--- config.mk ---
export PLATFORM = sky130hd
export DESIGN_NAME = servo_arm_sequencer_with_slew
export DESIGN_NICKNAME = d
export VERILOG_FILES = /design/src/sv/sas_pkg.sv /design/src/sv/servo_arm_sequencer_with_slew.sv
export SDC_FILE = /design/constraint.sdc
export NUM_CORES = 1
export LEC_CHECK = 0
export ABC_CLOCK_PERIOD_IN_PS = 14800
export BUFFER_PORTS_ARGS = -buffer_cell sky130_fd_sc_hd__buf_2
export CAP_MARGIN = 0
export CELL_PAD_IN_SITES_DETAIL_PLACEMENT = 1
export CELL_PAD_IN_SITES_GLOBAL_PLACEMENT = 1
export CORE_MARGIN = 2
export CORE_UTILIZATION = 30
export CTS_BUF_LIST = sky130_fd_sc_hd__clkbuf_4
export CTS_CLUSTER_SIZE = 16
export DETAILED_ROUTE_END_ITERATION = 16
export PLACE_DENSITY = 0.57
export SLEW_MARGIN = 0
export SYNTH_ARGS = -nofsm -noshare
export SYNTH_HDL_FRONTEND = slang
export SYNTH_SLANG_ARGS = --single-unit
--- constraint.sdc ---
create_clock -name clk_i -period 14.8 [get_ports clk_i]
set_input_delay 0.74 -clock clk_i [delete_from_list [all_inputs] [get_ports clk_i]]
set_output_delay 0.74 -clock clk_i [all_outputs]
set_load 0.02 [all_outputs]
--- src/sv/sas_pkg.sv ---
package sas_pkg;

  localparam int unsigned DutyW   = 14;
  localparam int unsigned StepW   = 10;
  localparam int unsigned CountW  = 8;
  localparam int unsigned ModeW   = 3;
  localparam int unsigned CfgIdxW = 3;
  localparam int unsigned CfgDataW = 14;
  localparam int unsigned InDataW  = 8;
  localparam int unsigned OutDataW = 40;

  typedef enum logic [ModeW-1:0] {
    MODE_IDLE    = 3'd0,
    MODE_DOWN    = 3'd1,
    MODE_MID     = 3'd2,
    MODE_UP      = 3'd3,
    MODE_MAG_OFF = 3'd4,
    MODE_MAG_ON  = 3'd5
  } mode_e;

  typedef enum logic [CfgIdxW-1:0] {
    REG_BACK_POS     = 3'd0,
    REG_MID_POS      = 3'd1,
    REG_FETCH_POS    = 3'd2,
    REG_STEP_ZERO    = 3'd3,
    REG_STEP_ONE     = 3'd4,
    REG_DUTY_MAX     = 3'd5,
    REG_DUTY_MIN     = 3'd6,
    REG_SETTLE_TICKS = 3'd7
  } cfg_reg_e;

  localparam logic [DutyW-1:0]  BackPosRst     = 14'd725;
  localparam logic [DutyW-1:0]  MidPosRst      = 14'd690;
  localparam logic [DutyW-1:0]  FetchPosRst    = 14'd665;
  localparam logic [StepW-1:0]  StepZeroRst    = 10'd10;
  localparam logic [StepW-1:0]  StepOneRst     = 10'd20;
  localparam logic [DutyW-1:0]  DutyMaxRst     = 14'd10000;
  localparam logic [DutyW-1:0]  DutyMinRst     = 14'd0;
  localparam logic [CountW-1:0] SettleTicksRst = 8'd15;

endpackage

--- src/sv/servo_arm_sequencer_with_slew.sv ---
// Two-arm servo sequencer with per-arm slew-rate limiting.
// Input stream (s_axis_*): tuser = kind. kind 0 runs one control tick,
// kind 1 writes the command in tdata to the addressed arm (codes 6 and 7
// are dropped). Every input item yields exactly one output item.
// Output stream (m_axis_*): the arm state after the input item: duties,
// relays, done flags and command states of both arms.
// Config channel (cfg_*): register index and data, always ready; write
// only while no item is in flight.
// Output valid in the cycle after input accept. Throughput: one item per
// cycle while results are taken; the arm state registers double as the
// output register, so a new item is taken in the same cycle as the previous
// result is taken. Receiver stall: the result holds and s_axis_tready drops
// until it is taken. Reset: both arms idle at duty 725, done set, relays off,
// settle count zero, config registers at their default values.
module servo_arm_sequencer_with_slew (
  input  logic                          clk_i,
  input  logic                          rst_ni,
  input  logic                          s_axis_tvalid,
  output logic                          s_axis_tready,
  // [0] arm, [3:1] command, [7:4] zero
  input  logic [sas_pkg::InDataW-1:0]   s_axis_tdata,
  // [0] kind
  input  logic                          s_axis_tuser,
  output logic                          m_axis_tvalid,
  input  logic                          m_axis_tready,
  // [13:0] duty_zero, [27:14] duty_one, [28] relay_zero, [29] relay_one,
  // [30] done_zero, [31] done_one, [34:32] mode_zero, [37:35] mode_one,
  // [39:38] zero
  output logic [sas_pkg::OutDataW-1:0]  m_axis_tdata,
  input  logic                          cfg_valid_i,
  output logic                          cfg_ready_o,
  input  logic [sas_pkg::CfgIdxW-1:0]   cfg_index_i,
  input  logic [sas_pkg::CfgDataW-1:0]  cfg_data_i
);

  localparam int unsigned DW = sas_pkg::DutyW;

  logic [DW-1:0]                back_pos_q, mid_pos_q, fetch_pos_q, duty_max_q, duty_min_q;
  logic [sas_pkg::StepW-1:0]    step_zero_q, step_one_q;
  logic [sas_pkg::CountW-1:0]   settle_ticks_q;

  sas_pkg::mode_e               mode_q [2];
  sas_pkg::mode_e               mode_d [2];
  logic [DW-1:0]                tgt_q [2];
  logic [DW-1:0]                tgt_d [2];
  logic [DW-1:0]                cur_q [2];
  logic [DW-1:0]                cur_d [2];
  logic [1:0]                   done_q, done_d;
  logic [1:0]                   relay_q, relay_d;
  logic [sas_pkg::CountW-1:0]   cnt_q, cnt_d;
  logic                         m_valid_q;
  logic                         in_acc;

  function automatic logic [DW-1:0] clamp_duty(input logic signed [DW+1:0] v,
                                               input logic [DW-1:0] hi,
                                               input logic [DW-1:0] lo);
    logic [DW-1:0] r;
    if (v > $signed({2'b00, hi})) begin
      r = hi;
    end else if (v < $signed({2'b00, lo})) begin
      r = lo;
    end else begin
      r = v[DW-1:0];
    end
    return r;
  endfunction

  assign cfg_ready_o   = 1'b1;
  assign s_axis_tready = !m_valid_q || m_axis_tready;
  assign in_acc        = s_axis_tvalid && s_axis_tready;
  assign m_axis_tvalid = m_valid_q;
  assign m_axis_tdata  = {2'b00, mode_q[1], mode_q[0], done_q[1], done_q[0],
                          relay_q[1], relay_q[0], cur_q[1], cur_q[0]};

  always_comb begin
    logic [DW-1:0]             req;
    logic [DW-1:0]             dreq;
    logic                      do_req;
    logic                      hit;
    logic signed [DW+1:0]      t, c, s, diff;
    logic [sas_pkg::ModeW-1:0] cmd;
    mode_d  = mode_q;
    tgt_d   = tgt_q;
    cur_d   = cur_q;
    done_d  = done_q;
    relay_d = relay_q;
    cnt_d   = cnt_q;
    req     = back_pos_q;
    dreq    = back_pos_q;
    do_req  = 1'b0;
    hit     = 1'b0;
    t       = '0;
    c       = '0;
    s       = '0;
    diff    = '0;
    cmd     = s_axis_tdata[3:1];
    if (s_axis_tuser) begin
      if (cmd <= sas_pkg::MODE_MAG_ON) begin
        mode_d[s_axis_tdata[0]] = sas_pkg::mode_e'(cmd);
      end
    end else begin
      for (int ch = 0; ch < 2; ch++) begin
        req    = back_pos_q;
        do_req = 1'b0;
        case (mode_d[1'(ch)])
          sas_pkg::MODE_DOWN: begin
            do_req = 1'b1;
            req    = (ch == 0) ? fetch_pos_q : back_pos_q;
          end
          sas_pkg::MODE_MID: begin
            do_req = (ch == 1);
            req    = mid_pos_q;
          end
          sas_pkg::MODE_UP: begin
            do_req = 1'b1;
            req    = (ch == 0) ? back_pos_q : fetch_pos_q;
          end
          default: begin
            do_req = 1'b0;
          end
        endcase
        dreq = clamp_duty($signed({2'b00, req}), duty_max_q, duty_min_q);
        if (do_req && dreq != tgt_d[1'(ch)]) begin
          tgt_d[1'(ch)]  = dreq;
          done_d[1'(ch)] = 1'b0;
        end
        case (mode_d[1'(ch)])
          sas_pkg::MODE_DOWN: begin
            if (done_d[1'(ch)]) begin
              relay_d[1'(ch)] = 1'b1;
              cnt_d = cnt_d + 8'd1;
              hit   = (cnt_d >= settle_ticks_q);
              if (hit) begin
                cnt_d = '0;
                if (ch == 0) begin
                  mode_d[1'(ch)] = sas_pkg::MODE_UP;
                end
              end
            end
          end
          sas_pkg::MODE_MID: begin
            if (ch == 1 && done_d[1'(ch)]) begin
              mode_d[1'(ch)] = sas_pkg::MODE_IDLE;
            end
          end
          sas_pkg::MODE_UP: begin
            if (done_d[1'(ch)]) begin
              mode_d[1'(ch)] = sas_pkg::MODE_IDLE;
            end
          end
          sas_pkg::MODE_MAG_OFF: begin
            relay_d[1'(ch)] = 1'b0;
            mode_d[1'(ch)]  = sas_pkg::MODE_IDLE;
          end
          sas_pkg::MODE_MAG_ON: begin
            relay_d[1'(ch)] = 1'b1;
            mode_d[1'(ch)]  = sas_pkg::MODE_IDLE;
          end
          default: begin
          end
        endcase
      end
      for (int ch = 0; ch < 2; ch++) begin
        t = $signed({2'b00, tgt_d[1'(ch)]});
        c = $signed({2'b00, cur_d[1'(ch)]});
        s = $signed({6'd0, (ch == 0) ? step_zero_q : step_one_q});
        if (t == c) begin
          done_d[1'(ch)] = 1'b1;
        end
        if (t > c) begin
          c = c + s;
        end else if (t < c) begin
          c = c - s;
        end
        diff = t - c;
        if (diff < 0) begin
          diff = -diff;
        end
        if (diff <= s) begin
          c = t;
        end
        cur_d[1'(ch)] = clamp_duty(c, duty_max_q, duty_min_q);
      end
    end
  end

  always_ff @(posedge clk_i or negedge rst_ni) begin
    if (!rst_ni) begin
      back_pos_q     <= sas_pkg::BackPosRst;
      mid_pos_q      <= sas_pkg::MidPosRst;
      fetch_pos_q    <= sas_pkg::FetchPosRst;
      step_zero_q    <= sas_pkg::StepZeroRst;
      step_one_q     <= sas_pkg::StepOneRst;
      duty_max_q     <= sas_pkg::DutyMaxRst;
      duty_min_q     <= sas_pkg::DutyMinRst;
      settle_ticks_q <= sas_pkg::SettleTicksRst;
    end else if (cfg_valid_i) begin
      case (sas_pkg::cfg_reg_e'(cfg_index_i))
        sas_pkg::REG_BACK_POS:     back_pos_q     <= cfg_data_i;
        sas_pkg::REG_MID_POS:      mid_pos_q      <= cfg_data_i;
        sas_pkg::REG_FETCH_POS:    fetch_pos_q    <= cfg_data_i;
        sas_pkg::REG_STEP_ZERO:    step_zero_q    <= cfg_data_i[sas_pkg::StepW-1:0];
        sas_pkg::REG_STEP_ONE:     step_one_q     <= cfg_data_i[sas_pkg::StepW-1:0];
        sas_pkg::REG_DUTY_MAX:     duty_max_q     <= cfg_data_i;
        sas_pkg::REG_DUTY_MIN:     duty_min_q     <= cfg_data_i;
        sas_pkg::REG_SETTLE_TICKS: settle_ticks_q <= cfg_data_i[sas_pkg::CountW-1:0];
        default: begin
        end
      endcase
    end
  end

  always_ff @(posedge clk_i or negedge rst_ni) begin
    if (!rst_ni) begin
      mode_q    <= '{sas_pkg::MODE_IDLE, sas_pkg::MODE_IDLE};
      tgt_q     <= '{sas_pkg::BackPosRst, sas_pkg::BackPosRst};
      cur_q     <= '{sas_pkg::BackPosRst, sas_pkg::BackPosRst};
      done_q    <= 2'b11;
      relay_q   <= 2'b00;
      cnt_q     <= '0;
      m_valid_q <= 1'b0;
    end else begin
      if (in_acc) begin
        mode_q  <= mode_d;
        tgt_q   <= tgt_d;
        cur_q   <= cur_d;
        done_q  <= done_d;
        relay_q <= relay_d;
        cnt_q   <= cnt_d;
      end
      if (in_acc) begin
        m_valid_q <= 1'b1;
      end else if (m_axis_tready) begin
        m_valid_q <= 1'b0;
      end
    end
  end

endmodule

==> impl.org <==
** Status
- Run status :: finished, final reports clean

** Worst setup path
- CP startpoint kind :: flip-flop
- Cell repeated most along the worst path :: a21oi_1
- Counting both buffers and inverters, the worst setup path holds a total of 5.
- Register-to-Register Path Depth :: around 60
- By startpoint and endpoint, the worst setup path is classified as reg -> reg.
- Gate family responsible for the most delay along the worst path :: compound AO/OA/AOI/OAI gates
- Crit path required time :: 15.33 ns
- The endpoint identified for the worst register-to-register timing path is m_axis_tdata[10].
- Critical path data arrival time :: approximately 14 ns
- Slowest stage cell, crit path :: or4_1
- For this run, the slowest stage of the critical path takes 0.55 ns.
- Along the worst path, the maximum fanout reaches 34.
- Type of destination of the critical path :: flip-flop
- Reg2reg setup slack :: approximately 0.88 ns
- Worst reg2reg path startpoint :: m_axis_tdata[34]

** Drt
- For this block, the initial DRC count from the detailed router was 380.
- For this run, design rule violations remaining after detail routing come to 0.
- The routed layout has 10.36k vias.
- The final layout contains routed wiring with a total length of about 39000 microns.
- Routed via count divided by cell count :: 5.298
- The count of nets left with antenna violations once routing finished came out at 0.
- Average routed wire per standard cell :: a little under 20 microns
- Detailed-router iteration count before antenna repair :: 5

** Timing
- Hold timing on the final database bottoms out at a slack of between 0.2 and 0.3 ns.
- Max-Slew Margin vs Limit :: 0.2505
- Final critical-path setup slack :: roughly 0.88 ns
- Number of failing hold endpoints at the final stage :: 0
- Clock tree skew after final layout :: 0.02897 ns
- Post-layout min period :: 13.92 ns
- Of the available clock period, the critical path in the final layout requires 0.9404.
- Setup violators final :: 0
- Static timing analysis puts the maximum clock frequency at 0.07185 GHz.
- Slew of the pin with the lowest slew margin :: roughly 1.1 ns
- Max-slew violation count :: 0

** Yosys
- Synth warnings :: 0
- The commonest cells after synthesis are ha_1 (123), nor2_1 (122), mux2_2 (109).
- Number of instances in the synthesized netlist :: 1351
- Adder-cell share of the synthesized area :: 0.1359
- Share of synthesized area spent on multiplexers :: 0.1196
- Compound-Gate Fraction of Synth Area :: 0.2062
- The synthesized design contains 0 enable-type register cells.
- In the post-synthesis netlist, the biggest area contributors are dfrtp_1 (20%), ha_1 (13%), mux2_2 (10%).
- Of the synthesized area, sequential elements account for 0.2871.
- The biggest area contributor in the post-synthesis netlist is dfrtp_1.
- Top flip-flop cell by instance count after synthesis :: dfrtp_1
- In this run the mean area of a mapped cell was slightly below 9 sq um.
- Of all flip-flops after synthesis, the portion carrying an async set or reset was 1.000.
- Area share of and/or/nand/nor cells after synthesis :: 0.1510
- Post-synth design cell area :: 11770 sq um
- Library cell with the highest instance count after synthesis :: ha_1
- The synthesized netlist contains 73 unique library cells.
- Counting flops and latches in the post-synthesis netlist gives 133.
- Dominant combinational cell family by area after synthesis :: compound AO/OA/AOI/OAI gates
- Of the total synthesized cell area, the portion taken by XOR and XNOR cells is 0.03945.
- The share of synthesized area in the top cell type comes to 0.1978.

** Die
- Effective utilization at floorplan :: 0.3045
- # rows :: 72
- Top-level port count :: 74
- In this run the horizontal extent of the chip is ~200 microns.
- The core region is between 30000 and 40000 sq um.
- The die covers 40830 sq um.
- The die is 202.1 microns tall.

** Cells and area
- Layout overhead on the synthesized area :: 13.01%
- After routing the design area is 13300 sq um.
- Fraction of layout instances using a drive strength above 1 :: 0.2345
- Storage element area :: 3383 sq um
- Fill cell instance count of the final layout :: 4596
- Multi-input gate area :: between 7000 and 8000 sq um
- Number of nets in the layout :: ~1.6k

** Global routing
- Initial antenna violation count :: 1
- The first global-routing pass estimated 60740 microns of wire.
- Entering global routing, the biggest net connects 91 pins.
- The number of global-route vias before repair was 10.65k.
- Summed over all layers, the global routing overflow is 0.
- Across every metal layer, demand over resource in global routing totals 0.1904.

** Place
- Detailed placement finished with a half-perimeter wire length of 30750 microns.
- Weighted congestion reported at the end of routability-driven placement :: just under 0.9
- Setup slack at placement :: 0.02405 ns
- Port buffering added 50 buffers.
- Total cell area at the placement stage :: 12830 sq um

** Clock network
- After clock tree synthesis, the clock-pin slew on the worst setup and hold paths is between 0.1 and 0.15 ns.
- Buffers inserted to repair hold after CTS numbered 0.
- The H-tree was split into 4 levels.
- CTS tree :: built
- The clock passes through at most 2 buffers.
- TritonCTS sink count :: about 130
- Buffers inserted during clock tree synthesis total 17.
- Cell chosen for the clock root :: clkbuf_4
- Clock latency on the worst-skew pair, taken at its later pin, is 0.57 ns.

** Worst hold path
- In this run the worst hold path is classified as in -> async.

** Job
- Across the run, the number of max-cap violations was 0.
-- state kept, by name (all words and copies together) (netlist names) --
register	cells
duty_max_q	14
mid_pos_q	14
settle_ticks_q	8
tgt_q	14
step_zero_q	10
fetch_pos_q	14
cnt_q	8
back_pos_q	14
m_axis_tdata	20
duty_min_q	14
relay_q	1
done_q	1
m_axis_tvalid	1
-- metal layers --
layer	up-vias	routed length, microns	global-route usage
met5	-	0	0
met4	0	633	0.04464
met3	32	757	0.02225
met2	111	18870	0.3277
met1	5208	18360	0.2545
li1	5012	-	-
-- cell usage in the layout (no fill, tap or decap), types with 19 or more instances in the layout --
cell        n
nand2_1    91
buf_2      49
nand3_1    30
dfrtp_1    91
a21oi_1   102
o22ai_1    21
dfstp_2    40
conb_1     19
xnor2_1    27
ha_1      123
a21o_1     23
inv_1      97
buf_4      50
o211ai_1   24
mux2_2    109
o21ai_0    71
xor2_1     26
nor2_1    121
-- layout make-up --
cell class | instances | share of cell area
antenna | 1 | 0.0001882
timing repair buffer | 104 | 0.05278
sequential | 133 | 0.2544
inverter | 98 | 0.02794
clock inverter | 15 | 0.01336
clock buffer | 17 | 0.009596
multi-input combinational | 1070 | 0.5930
tap | 518 | 0.04873
-- worst max path at each step --
stage,startpoint,to,slack (ns),cells past startpoint
after floorplan,m_axis_tdata[33],m_axis_tdata[11],1.51,66
after global placement,m_axis_tdata[33],m_axis_tdata[12],0.20,61
after detailed placement,m_axis_tdata[33],m_axis_tdata[10],0.02,60
after CTS,m_axis_tdata[34],m_axis_tdata[1],0.04,61
after global routing,m_axis_tdata[34],m_axis_tdata[0],-0.06,61
final,m_axis_tdata[34],m_axis_tdata[10],0.88,59
-- worst reg2reg max path, delay by kind of cell, from the launching register on --
| kind | cells | cell delay (ns) |
|---|---|---|
| flops | 1 | 0.45 |
| buf+inv | 5 | 1.06 |
| mux | 2 | 0.61 |
| compound gates | 34 | 7.17 |
| fa+ha+maj | 5 | 1.60 |
| simple gates | 12 | 2.97 |
| xor+xnor | 1 | 0.07 |
-- per-stage QoR --
step	utilization	setup TNS [ns]	cells
after floorplan	-	0	1368
after global placement	0.3319	0	1920
after detailed placement	0.3319	0	1920
after CTS	0.3398	0	1952
after global routing	0.3441	-0.2047	1956
final	0.3441	0	1956
-- kinds of logic after synthesis --
family | after synthesis
AOI/OAI and AO/OA | 375
and+or+nand+nor | 370
buffers and inverters | 165
DFF | 133
muxes | 127
adders and majority gates | 126
xor gates and xnor gates | 53
other | 2
-- timing repair --
action,in CTS,in global routing
pin swaps,0,2
setup buffers,0,3
setup endpoints to repair,5,14
gates cloned,0,0
gates resized for setup,1,28
Power is not shown: default switching activity piles up to over one toggle a cycle in this logic, so the estimate is an artifact.
